[src/sv/bchd_pkg.sv]
// Shared types and constants for the button click and hold detector.
package bchd_pkg;

  localparam int unsigned TimeWidth = 32;
  localparam int unsigned MsWidth = 16;
  localparam int unsigned CfgIndexWidth = 2;

  localparam logic [MsWidth-1:0] DebounceMsReset = 16'd70;
  localparam logic [MsWidth-1:0] HoldMsReset = 16'd2000;

  typedef enum logic [CfgIndexWidth-1:0] {
    REG_DEBOUNCE_MS = 2'd0,
    REG_HOLD_MS     = 2'd1
  } cfg_reg_t;

  typedef struct packed {
    logic                 button_level;
    logic [TimeWidth-1:0] now_ms;
  } in_item_t;

  typedef struct packed {
    logic click_event;
    logic hold_event;
  } out_item_t;

  typedef struct packed {
    logic [MsWidth-1:0] debounce_ms;
    logic [MsWidth-1:0] hold_ms;
  } cfg_t;

endpackage

[src/sv/button_click_hold_detector.sv]
// Top level of the button click and hold detector: input register, decision core, result register.
// Button click and hold detector. Each transaction carries one button sample and
// its millisecond timestamp and produces exactly one result transaction with a click
// and a hold flag. The block takes one sample per clock cycle unless the result register
// stalls. An accepted sample is held in the input register and is then written into the
// result register, from which it is taken when out_ready is high. The rate is set by the
// compare and update of the button state registers. Both channels stall cleanly under
// backpressure. The user must write debounce and hold times through the configuration port
// only while no transaction is in flight; the block itself does not enforce this.
module button_click_hold_detector (
  input  logic                               clk,
  input  logic                               rst,
  input  logic                               in_valid,
  output logic                               in_ready,
  input  bchd_pkg::in_item_t                 in_data,
  output logic                               out_valid,
  input  logic                               out_ready,
  output bchd_pkg::out_item_t                out_data,
  input  logic                               cfg_we,
  input  logic [bchd_pkg::CfgIndexWidth-1:0] cfg_index,
  input  logic [bchd_pkg::MsWidth-1:0]       cfg_data
);

  logic                s1_valid;
  bchd_pkg::in_item_t  s1_data;
  logic                s1_advance;
  bchd_pkg::cfg_t      cfg;
  bchd_pkg::out_item_t result;

  assign s1_advance = s1_valid && (!out_valid || out_ready);
  assign in_ready = !s1_valid || s1_advance;

  bchd_cfg u_cfg (
    .clk       (clk),
    .rst       (rst),
    .cfg_we    (cfg_we),
    .cfg_index (cfg_index),
    .cfg_data  (cfg_data),
    .cfg       (cfg)
  );

  bchd_core u_core (
    .clk     (clk),
    .rst     (rst),
    .advance (s1_advance),
    .item    (s1_data),
    .cfg     (cfg),
    .result  (result)
  );

  always_ff @(posedge clk) begin
    if (rst) begin
      s1_valid <= 1'b0;
    end else if (in_ready) begin
      s1_valid <= in_valid;
    end
  end

  always_ff @(posedge clk) begin
    if (in_valid && in_ready) begin
      s1_data <= in_data;
    end
  end

  always_ff @(posedge clk) begin
    if (rst) begin
      out_valid <= 1'b0;
    end else if (s1_advance) begin
      out_valid <= 1'b1;
    end else if (out_ready) begin
      out_valid <= 1'b0;
    end
  end

  always_ff @(posedge clk) begin
    if (s1_advance) begin
      out_data <= result;
    end
  end

  // A click and a hold come from opposite button levels.
  assert property (@(posedge clk) disable iff (rst)
    out_valid |-> !(out_data.click_event && out_data.hold_event))
    else $error("click and hold in the same result");

  // Every sample that leaves the input register shows up as a result.
  assert property (@(posedge clk) disable iff (rst)
    s1_advance |=> out_valid)
    else $error("result register missed a sample");

  // An empty input register always takes a new transaction.
  assert property (@(posedge clk) disable iff (rst)
    !s1_valid |-> in_ready)
    else $error("input stalled while the input register is empty");

endmodule

[src/sv/bchd_cfg.sv]
// Configuration register file for the debounce and hold times.
module bchd_cfg (
  input  logic                                  clk,
  input  logic                                  rst,
  input  logic                                  cfg_we,
  input  logic [bchd_pkg::CfgIndexWidth-1:0]    cfg_index,
  input  logic [bchd_pkg::MsWidth-1:0]          cfg_data,
  output bchd_pkg::cfg_t                        cfg
);

  always_ff @(posedge clk) begin
    if (rst) begin
      cfg.debounce_ms <= bchd_pkg::DebounceMsReset;
      cfg.hold_ms <= bchd_pkg::HoldMsReset;
    end else if (cfg_we) begin
      case (bchd_pkg::cfg_reg_t'(cfg_index))
        bchd_pkg::REG_DEBOUNCE_MS: cfg.debounce_ms <= cfg_data;
        bchd_pkg::REG_HOLD_MS: cfg.hold_ms <= cfg_data;
        default: ;
      endcase
    end
  end

endmodule

[src/sv/bchd_core.sv]
// Button state registers and the edge, debounce and hold decision logic.
module bchd_core (
  input  logic                clk,
  input  logic                rst,
  input  logic                advance,
  input  bchd_pkg::in_item_t  item,
  input  bchd_pkg::cfg_t      cfg,
  output bchd_pkg::out_item_t result
);

  logic                           last_level;
  logic [bchd_pkg::TimeWidth-1:0] release_time;
  logic [bchd_pkg::TimeWidth-1:0] press_time;
  logic                           suppress_release;

  logic                           last_level_next;
  logic [bchd_pkg::TimeWidth-1:0] release_time_next;
  logic [bchd_pkg::TimeWidth-1:0] press_time_next;
  logic                           suppress_release_next;

  logic [bchd_pkg::TimeWidth-1:0] since_release;
  logic [bchd_pkg::TimeWidth-1:0] since_press;
  logic [bchd_pkg::TimeWidth-1:0] since_press_eff;
  logic [bchd_pkg::TimeWidth-1:0] debounce_ext;
  logic [bchd_pkg::TimeWidth-1:0] hold_ext;
  logic                           fall_ok;
  logic                           rise_ok;
  logic                           hold_hit;

  always_comb begin
    debounce_ext = {{(bchd_pkg::TimeWidth - bchd_pkg::MsWidth){1'b0}}, cfg.debounce_ms};
    hold_ext = {{(bchd_pkg::TimeWidth - bchd_pkg::MsWidth){1'b0}}, cfg.hold_ms};
    since_release = item.now_ms - release_time;
    since_press = item.now_ms - press_time;

    fall_ok = !item.button_level && last_level && (since_release > debounce_ext);
    rise_ok = item.button_level && !last_level && (since_press > debounce_ext);

    // An accepted press restarts the press time before the hold test looks at it.
    since_press_eff = fall_ok ? '0 : since_press;
    hold_hit = !item.button_level && (since_press_eff > hold_ext);

    last_level_next = item.button_level;
    release_time_next = rise_ok ? item.now_ms : release_time;
    press_time_next = (fall_ok || hold_hit) ? item.now_ms : press_time;
    suppress_release_next = suppress_release;
    if (rise_ok) begin
      suppress_release_next = 1'b0;
    end
    if (hold_hit) begin
      suppress_release_next = 1'b1;
    end

    result.click_event = rise_ok && !suppress_release;
    result.hold_event = hold_hit;
  end

  always_ff @(posedge clk) begin
    if (rst) begin
      last_level <= 1'b1;
      release_time <= '0;
      press_time <= '0;
      suppress_release <= 1'b0;
    end else if (advance) begin
      last_level <= last_level_next;
      release_time <= release_time_next;
      press_time <= press_time_next;
      suppress_release <= suppress_release_next;
    end
  end

  // A hold always leaves the next release suppressed.
  assert property (@(posedge clk) disable iff (rst)
    advance && result.hold_event |=> suppress_release)
    else $error("hold did not set release suppression");

  // A click can only come from a released sample after a pressed one.
  assert property (@(posedge clk) disable iff (rst)
    result.click_event |-> item.button_level && !last_level)
    else $error("click without a rising edge");

  // The press time only moves on a pressed sample.
  assert property (@(posedge clk) disable iff (rst)
    advance && item.button_level |=> $stable(press_time))
    else $error("press time changed on a released sample");

endmodule
[config.mk]
export PLATFORM = sky130hd
export DESIGN_NAME = button_click_hold_detector
export DESIGN_NICKNAME = d
export VERILOG_FILES = /design/src/sv/bchd_pkg.sv /design/src/sv/button_click_hold_detector.sv /design/src/sv/bchd_cfg.sv /design/src/sv/bchd_core.sv
export SDC_FILE = /design/constraint.sdc
export NUM_CORES = 1
export LEC_CHECK = 0
export BUFFER_PORTS_ARGS = -buffer_cell sky130_fd_sc_hd__buf_4
export CAP_MARGIN = 20
export CORE_MARGIN = 5
export CORE_UTILIZATION = 50
export DETAILED_ROUTE_END_ITERATION = 10
export MAX_ROUTING_LAYER = met4
export PLACE_DENSITY = 0.67
export SYNTH_ARGS = -nofsm -noshare
export SYNTH_HDL_FRONTEND = slang
export SYNTH_HIERARCHICAL = 1
export SYNTH_SLANG_ARGS = --single-unit
[constraint.sdc]
create_clock -name clk -period 7.3 [get_ports clk]
set_input_delay 0.365 -clock clk [delete_from_list [all_inputs] [get_ports clk]]
set_output_delay 0.365 -clock clk [all_outputs]
set_load 0.01 [all_outputs]
* Word-level counts from Yosys, hierarchy flattened *
Index checks and enable logic that the tools add are counted.

cells by class
  add/subtract/negate cells = 2
  order comparisons = 3
  equality and inequality tests = 1
  muxes and demuxes = 5
  reduce and logical (&&, ||, !) cells = 24

operator list
  kind                  count
  $gt A32 B16 Y1        3
  $sub A32 B32 Y32      2
  $mux W32              1
  $reduce_and A2 Y1     5
  $logic_and A1 B1 Y1   8
  $logic_not A1 Y1      5
  $mux W1               4
  $reduce_bool A2 Y1    2
  $logic_or A1 B1 Y1    3
  $eq A2 B1 Y1 const B  1
  $logic_not A2 Y1      1

word-level totals
  register bits after elaboration = 135
  bits of input ports = 56
  logic and storage cells = 47

* Logic depth before layout (Yosys ltp) *
Gate-level depths: netlist of run 1.

  depth in word-level cells = 8
  gate-level depth with buffers = 34

* Hierarchy *
Netlist of run 1, hierarchy kept.

by module, submodules not included
  module                      times used  cells each  area an instance (um^2)  sequential area each (um^2)
  bchd_core                   1           1148        8493.1                   1321.3
  bchd_cfg                    1           132         1343.8                   640.6
  button_click_hold_detector  1           45          1154.9                   1091.0

* Least setup slack after synthesis of run 1 *
No wires, ideal clock.

  path type = register -> register
  start point = register s1_data[3] (netlist bit)
  end point = register u_core/press_time[10] (netlist bit)
  library setup time = 0.120 ns
  data arrival time = 5.951 ns
  required time = 7.180 ns
  slack = 1.230 ns
  stages on the path, launching flop included = 31
  clock period less this slack = 6.070 ns
  cell sequence = edfxtp_1 ha_1 and2_1 a221o_1 o21ai_2 a21boi_0 o21a_1 nor2_1 xnor2_1 ha_1 nand4_1 or2_2 nor3_1 a21oi_1 a2111oi_2 nand4_1 o41ai_4 nor2_2 nor2b_1 ha_1 nor2b_1 o21a_1 o21a_1 o21a_1 o21a_1 o211ai_1 a211oi_1 o21ai_0 a31oi_4 buf_6 mux2i_1

between the ends
  cells in the longest elaborated chain, start to end = 8
  elaborated cells on any way between the ends = 9
  those cells by class = 2 x add/sub; 2 x order compare; 1 x mux; 4 x reduce/logical

RTL lines
  item                                  line                              source
  start: declaration                    button_click_hold_detector.sv:25  bchd_pkg::in_item_t s1_data;
  start signal: assignment              button_click_hold_detector.sv:61  s1_data <= in_data;
  $sub A32 B32 Y32                      bchd_core.sv:33                   since_release = item.now_ms - release_time;
  $gt A32 B16 Y1                        bchd_core.sv:36                   fall_ok = !item.button_level && last_level && (since_release > debounce_ext);
  $logic_and A1 B1 Y1                   bchd_core.sv:36
  $mux W32                              bchd_core.sv:40                   since_press_eff = fall_ok ? '0 : since_press;
  $gt A32 B16 Y1                        bchd_core.sv:41                   hold_hit = !item.button_level && (since_press_eff > hold_ext);
  $logic_and A1 B1 Y1                   bchd_core.sv:41
  $logic_or A1 B1 Y1 *                  bchd_core.sv:45                   press_time_next = (fall_ok || hold_hit) ? item.now_ms : press_time;
  $reduce_and A2 Y1 (no source line) *  --
  end signal: assignment                bchd_core.sv:67                   press_time <= press_time_next;
  end: declaration                      bchd_core.sv:13                   logic [bchd_pkg::TimeWidth-1:0] press_time;

Every way passes the cells marked *; elsewhere a longest branch is shown, timed or not.
A chain may end at the register's enable or synchronous reset.

* Final worst setup path of run 1 *
  start point = register s1_data[0] (netlist bit)
  end point = register u_core/press_time[25] (netlist bit)

Same word-level chain as after synthesis.

==> results of run 1 <==
[cell families (layout without fill, tap and decap cells)]
group	after synthesis	in the layout	synth area share, %
AO/OA/AOI/OAI	366	366	21.8
multiplexers	70	70	6.40
buffers and inverters	171	214	6.27
adder cells (fa/ha/maj)	112	112	12.9
AND/OR/NAND/NOR	434	434	21.9
flip-flops	135	135	27.8
XOR/XNOR	37	37	2.95
[per-layer routing]
layer | wire, µm | vias to the layer above
li1 | - | 4841
met1 | 13500 | 4497
met2 | 14100 | 259
met3 | 1370 | 61
met4 | 1080 | 0
met5 | 0 | -
[flip-flops by register name, indices dropped and copies added (netlist names)]
register,cells
s1_data,33
u_cfg/cfg,32
u_core/press_time,32
u_core/release_time,32
out_data,2
out_valid,1
s1_valid,1
u_core/last_level,1
u_core/suppress_release,1
[stage by stage]
step,util [%],area (µm²),TNS [ps]
after floorplan,-,11000,0
final,56.4,12300,0
after CTS,56.2,12200,0
after global routing,56.4,12300,0
after detailed placement,53.4,11600,-1010
after global placement,53.4,11600,0
[worst min-delay path by stage]
stage	slack, ps	depth (start not counted)	endpoint	startpoint
floorplan	430	1	s1_valid	rst
global placement	460	2	u_core/press_time[28]	u_core/press_time[28]
detailed placement	460	2	u_core/press_time[19]	u_core/press_time[19]
CTS	90	1	s1_data[28]	in_data[28]
global route	90	1	s1_data[28]	in_data[28]
finish	110	1	s1_data[28]	in_data[28]
[power by group]
| part | internal (mW) | switching, mW |
|---|---|---|
| Combinational | 0.241 | 0.326 |
| Clock | 0.559 | 0.347 |
| Sequential | 0.797 | 0.0267 |
[layout by cell type (no fill, tap or decap), types with 17 or more instances in the layout]
| cell | count |
|---|---|
| a21oi_1 | 120 |
| nand2b_1 | 119 |
| ha_1 | 110 |
| inv_1 | 109 |
| dfxtp_1 | 100 |
| o21ai_0 | 74 |
| buf_4 | 70 |
| mux2i_1 | 68 |
| nand2_1 | 65 |
| nand3_1 | 56 |
| nor2_1 | 53 |
| edfxtp_1 | 35 |
| nand4_1 | 27 |
| a21o_1 | 27 |
| nor2b_1 | 27 |
| o21a_1 | 22 |
| nor3_1 | 21 |
| clkbuf_16 | 20 |
| xnor2_1 | 20 |
| xor2_1 | 17 |
[timing repair]
item	CTS	global route
buffers inserted	0	1
hold endpoints to repair	0	0
setup endpoints to repair	19	32
pin swaps	0	2
resized for setup	1	1
[critical path: cells and delay by family (launching register included)]
kind,cells,cell delay (ps)
adder cells (fa/ha/maj),4,1220
multiplexers,1,180
AO/OA/AOI/OAI,15,2710
flip-flops,1,380
XOR/XNOR,1,150
buffers and inverters,2,310
AND/OR/NAND/NOR,9,1750
[cell type report]
class / count / area [µm²] / area share [%]
Timing Repair Buffer: 73 / 581 / 4.73
Tap cell: 280 / 350 / 2.85
Clock inverter: 8 / 80.1 / 0.653
Clock buffer: 24 / 546 / 4.45
Inverter: 109 / 409 / 3.33
Multi-Input combinational cell: 1019 / 7250 / 59.1
Sequential cell: 135 / 3050 / 24.9
==> key figures, run 1 <==
Drt
  – DRC: 0
  – Routed wire per std cell: 18.3 µm
  – DRT Wirelength: between 30 and 40 mm
  – Via density: about 5.9
  – DR vias: 9,658
  – Final ANT Viol Nets: 0
  – 1st-iter DRT viols: 714
  – DRT Pass-1 Iters: 8

Placement
  – Placed wire-length estimate: ~23 mm
  – GPL Wtd Cong: just under 1
  – Pre-CTS setup slack: -64.8 ps
  – Buffers added on ports: 59
  – Placed cells: approximately 1,600

CTS
  – Clock-pin slew on the worst setup and hold paths: about 60 ps
  – Max Buffers Root-to-Sink: 2
  – Hold_buf cts: 0
  – Clock Sinks: roughly 140
  – TritonCTS clock tree: done
  – Skew-Pair Late Insertion Delay: about 430 ps
  – TritonCTS buffer count: 17
  – Max H-tree Level: 4
  – Root Buffer: clkbuf_16

Timing
  – Final worst-path cycle share: between 90 and 100%
  – Final Critical Period: around 6800 ps
  – Worst-Margin Slew: around 890 ps
  – FMAX: 147 MHz
  – Hold Fails Final Rpt: 0
  – Clk_skew: between 10 and 15 ps
  – RSZ-0062 raised after global routing: no
  – Count of final setup violators: 0
  – Setup ws final: between 400 and 500 ps
  – Fin. max-slew vios: 0
  – Hold_ws: between 100 and 150 ps
  – Slew margin rel.: between 30% and 40%

Global routing
  – Global routing's busiest layer: met2
  – Antenna violations before repair: 0
  – Total Routing Usage GR: between 20% and 30%
  – Vias in the first global route: between 9,000 and 10,000
  – M3 GR Usage: under 10%
  – Met2 Use GR: 40.2%
  – First-pass GRT wire length: approximately 48 mm
  – GRT Residual Overflow: 0
  – Largest net degree at the start of global routing: ~110
  – Grt met1 use: between 30% and 40%

Synth
  – Mapped Area: 11,000 µm²
  – Avg Inst Size Synth: between 8 and 9 µm²
  – Commonest cells post-synth: a21oi_1 (120), nand2b_1 (119), ha_1 (110)
  – Syn nets: about 1,500
  – Predominant post-synthesis flop cell: dfxtp_1
  – Post-synth EDFFs: 35
  – Synth area leader: dfxtp_1
  – Most common cell in the netlist: a21oi_1
  – Synth Warn #: 6
  – Synth Register Bits: ~140
  – Synth area leaders: dfxtp_1 (18%), ha_1 (13%), edfxtp_1 (9.6%)
  – Async S/R FF share, synth: 0%
  – Sequential fraction of the synthesis area: between 20 and 30%
  – Share of the synthesized area in the top cell type: between 10% and 20%
  – Number of library cell types mapped by synthesis: 85
  – Syn Inst Count: about 1,300

Setup path
  – Slack of the worst reg-to-reg path: between 400 and 500 ps
  – Crit path DAT: between 7000 and 8000 ps
  – Type of origin of the critical path: register
  – Critical Path Sink: u_core/press_time[25]
  – Most used cell, CP: o21a_1
  – Slowest CP cell: o41ai_4
  – Required time worst endpoint: around 7700 ps
  – CP startpoint: s1_data[0]
  – Slowest cell delay on critical path: around 440 ps
  – Critical Path Fanout Max: 19
  – Worst r2r dst: u_core/press_time[25]
  – CP Class: register to register
  – RR Startpoint: s1_data[0]
  – R2R cell count: 32
  – CP Capture Type: register

Cells and area
  – ANT cells: 0
  – Area grow syn2layout: 11.6%
  – # fillers: 2,047
  – Fraction of layout cells with a size suffix above 1: under 10%
  – Nets: 1,523
  – Final Non-Filler Cells: ~1,600

Run status
  – Status: finished, final reports clean

Floorplan
  – DIE AREA: around 25,000 µm²
  – Row cnt: 54
  – Area of the core: 21,800 µm²
  – Die W: between 150 and 200 µm
  – Die height: 158 µm
  – Initial cell density of the core: 50.5%
  – IO Pins: 60

Power and ir drop
  – Final Power: between 2 and 2.5 mW
  – PwrDens: between 150 and 200 nW/µm²
  – Maximum vdd ir drop: roughly 0.12 mV
  – Leak Pwr: 4.75 nW

Run
  – # Max-Cap Violations: 0

Worst hold path
  – Hold Path Class: input pin to register
Power figures use the tool's default switching activity.
==> run 2, diff against run 1 <==
Settings changed: PLACE_DENSITY 0.67 to unset, PLACE_DENSITY_LB_ADDON set to 0.15.
==> key figures, run 2 (same netlist as run 1, synthesis figures left out) <==
Setup path
  – Crit path max-delay family: compound AO/OA/AOI/OAI gates
  – Slowest CP cell: o41ai_4
  – CP Capture Type: register
  – Crit path DAT: about 7000 ps
  – Most used cell, CP: o21a_1
  – Slowest cell delay on critical path: 530 ps
  – Worst Path Buf+Inv: 1
  – CP Class: register to register
  – Stages on worst setup path: 31
  – Required time worst endpoint: 7600 ps
  – R2R cell count: 31
  – Critical Path Fanout Max: 32
  – Type of origin of the critical path: register

Drt
  – Final ANT Viol Nets: 0
  – DRT Pass-1 Iters: 5
  – Via density: between 5 and 6
  – 1st-iter DRT viols: around 640
  – Met1 WL: ~14 mm
  – DRT Wirelength: 30.5 mm
  – DR WL met3: ~1.2 mm
  – DRC: 0
  – Top sig layer: met4
  – WL met2: around 14 mm
  – Routed wire per std cell: ~19 µm
  – DR vias: slightly below 10,000

Cells and area
  – Area grow syn2layout: 10.8%
  – Fraction of layout cells with a size suffix above 1: 9.33%
  – Nets: about 1,500
  – Final Non-Filler Cells: 1,641
  – Max reg flops: 33
  – Leading cell type in the layout, fill and taps excluded: a21oi_1
  – Register name with the most flops: s1_data
  – FF/Latch Area: ~3100 µm²
  – ANT cells: 0
  – # fillers: between 2,000 and 2,500
  – Most frequent cells in the layout: a21oi_1 (120), nand2b_1 (119), ha_1 (110)
  – Fin util: between 50% and 60%
  – Area of the multi-input gates: just over 7000 µm²

Timing
  – RSZ-0062 raised after global routing: no
  – Final Critical Period: between 6000 and 7000 ps
  – Worst-Margin Slew: about 800 ps
  – FMAX: between 100 and 150 MHz
  – Setup ws final: around 480 ps
  – Fin. max-slew vios: 0
  – Final worst-path cycle share: 93.5%
  – Setup TNS: 0 ps
  – Slew margin rel.: between 40% and 50%
  – Clk_skew: a little under 8 ps
  – Hold Fails Final Rpt: 0
  – Count of final setup violators: 0

Floorplan
  – DIE AREA: between 20,000 and 30,000 µm²
  – Die height: between 150 and 200 µm
  – Row cnt: 54
  – IO Pins: 60
  – Area of the core: 21,800 µm²
  – Die W: between 150 and 200 µm
  – Initial cell density of the core: 50.5%

Global routing
  – GRT Residual Overflow: 0
  – First-pass GRT wire length: a little under 50 mm
  – Vias in the first global route: just over 9,000
  – Largest net degree at the start of global routing: 99
  – Total Routing Usage GR: between 20% and 30%
  – Antenna violations before repair: 0

CTS
  – Root Buffer: clkbuf_16
  – Post-CTS Setup Bufs: 0
  – Hold_buf cts: 0
  – Clock-pin slew on the worst setup and hold paths: approximately 60 ps
  – TritonCTS buffer count: 17
  – Clock Sinks: approximately 140
  – Skew-Pair Late Insertion Delay: roughly 420 ps
  – TritonCTS clock tree: done
  – Max Buffers Root-to-Sink: 2
  – Max H-tree Level: 4

Power and ir drop
  – Final Power: 2.26 mW
  – Maximum vdd ir drop: between 0.1 and 0.15 mV
  – PwrDens: 185 nW/µm²
  – Leak Pwr: around 4.7 nW

Worst hold path
  – Hold path depth: 1
  – Hold Path Class: input pin to register

Run
  – # Max-Cap Violations: 0

Placement
  – Placed cells: around 1,600
  – Buffers added on ports: around 60
  – Placed wire-length estimate: ~23 mm
  – Pre-CTS setup slack: around 340 ps
  – GPL Wtd Cong: about 0.99

Run status
  – Status: finished, final reports clean
-- run 2: timing repair --
action | CTS | global route
gates resized for setup | 0 | 2
setup endpoints to repair | 0 | 33
endpoints found under the hold margin | 0 | 0
-- run 2: through the flow --
step / hold slack (ps) / area (µm²)
final: 113 / 12200
after global routing: 97.2 / 12200
after CTS: 95.7 / 12200
after detailed placement: 462 / 11600
after global placement: 457 / 11600
after floorplan: 427 / 11000
-- run 2: area by class of cell --
type | count | share of cell area [%]
Clock inverter | 13 | 1.21
Timing Repair Buffer | 66 | 4.33
Sequential cell | 135 | 25.1
Multi-Input combinational cell | 1019 | 59.5
Clock buffer | 19 | 3.64
Inverter | 109 | 3.36
Tap cell | 280 | 2.88
-- run 2: report_power, final --
group,switching (mW),internal (mW),leakage [nW]
logic,0.325,0.238,3.25
clock network,0.354,0.515,0.265
registers,0.0277,0.797,1.15
total,0.707,1.55,4.67
-- run 2: metal layers --
| layer | global-route usage [%] | vias to the layer above |
|---|---|---|
| li1 | - | 4811 |
| met5 | - | - |
| met4 | 8.29 | 0 |
| met1 | 32.2 | 4563 |
| met3 | 3.32 | 49 |
| met2 | 41.0 | 240 |
-- run 2: path summary, 6_finish.rpt --
check / start / slack, ps / endpoint
max: s1_data[3] / 480 / u_core/press_time[29]
min: in_data[17] / 110 / s1_data[17]
min reg2reg: u_core/release_time[10] / 470 / u_core/release_time[10]
max reg2reg: s1_data[3] / 480 / u_core/press_time[29]
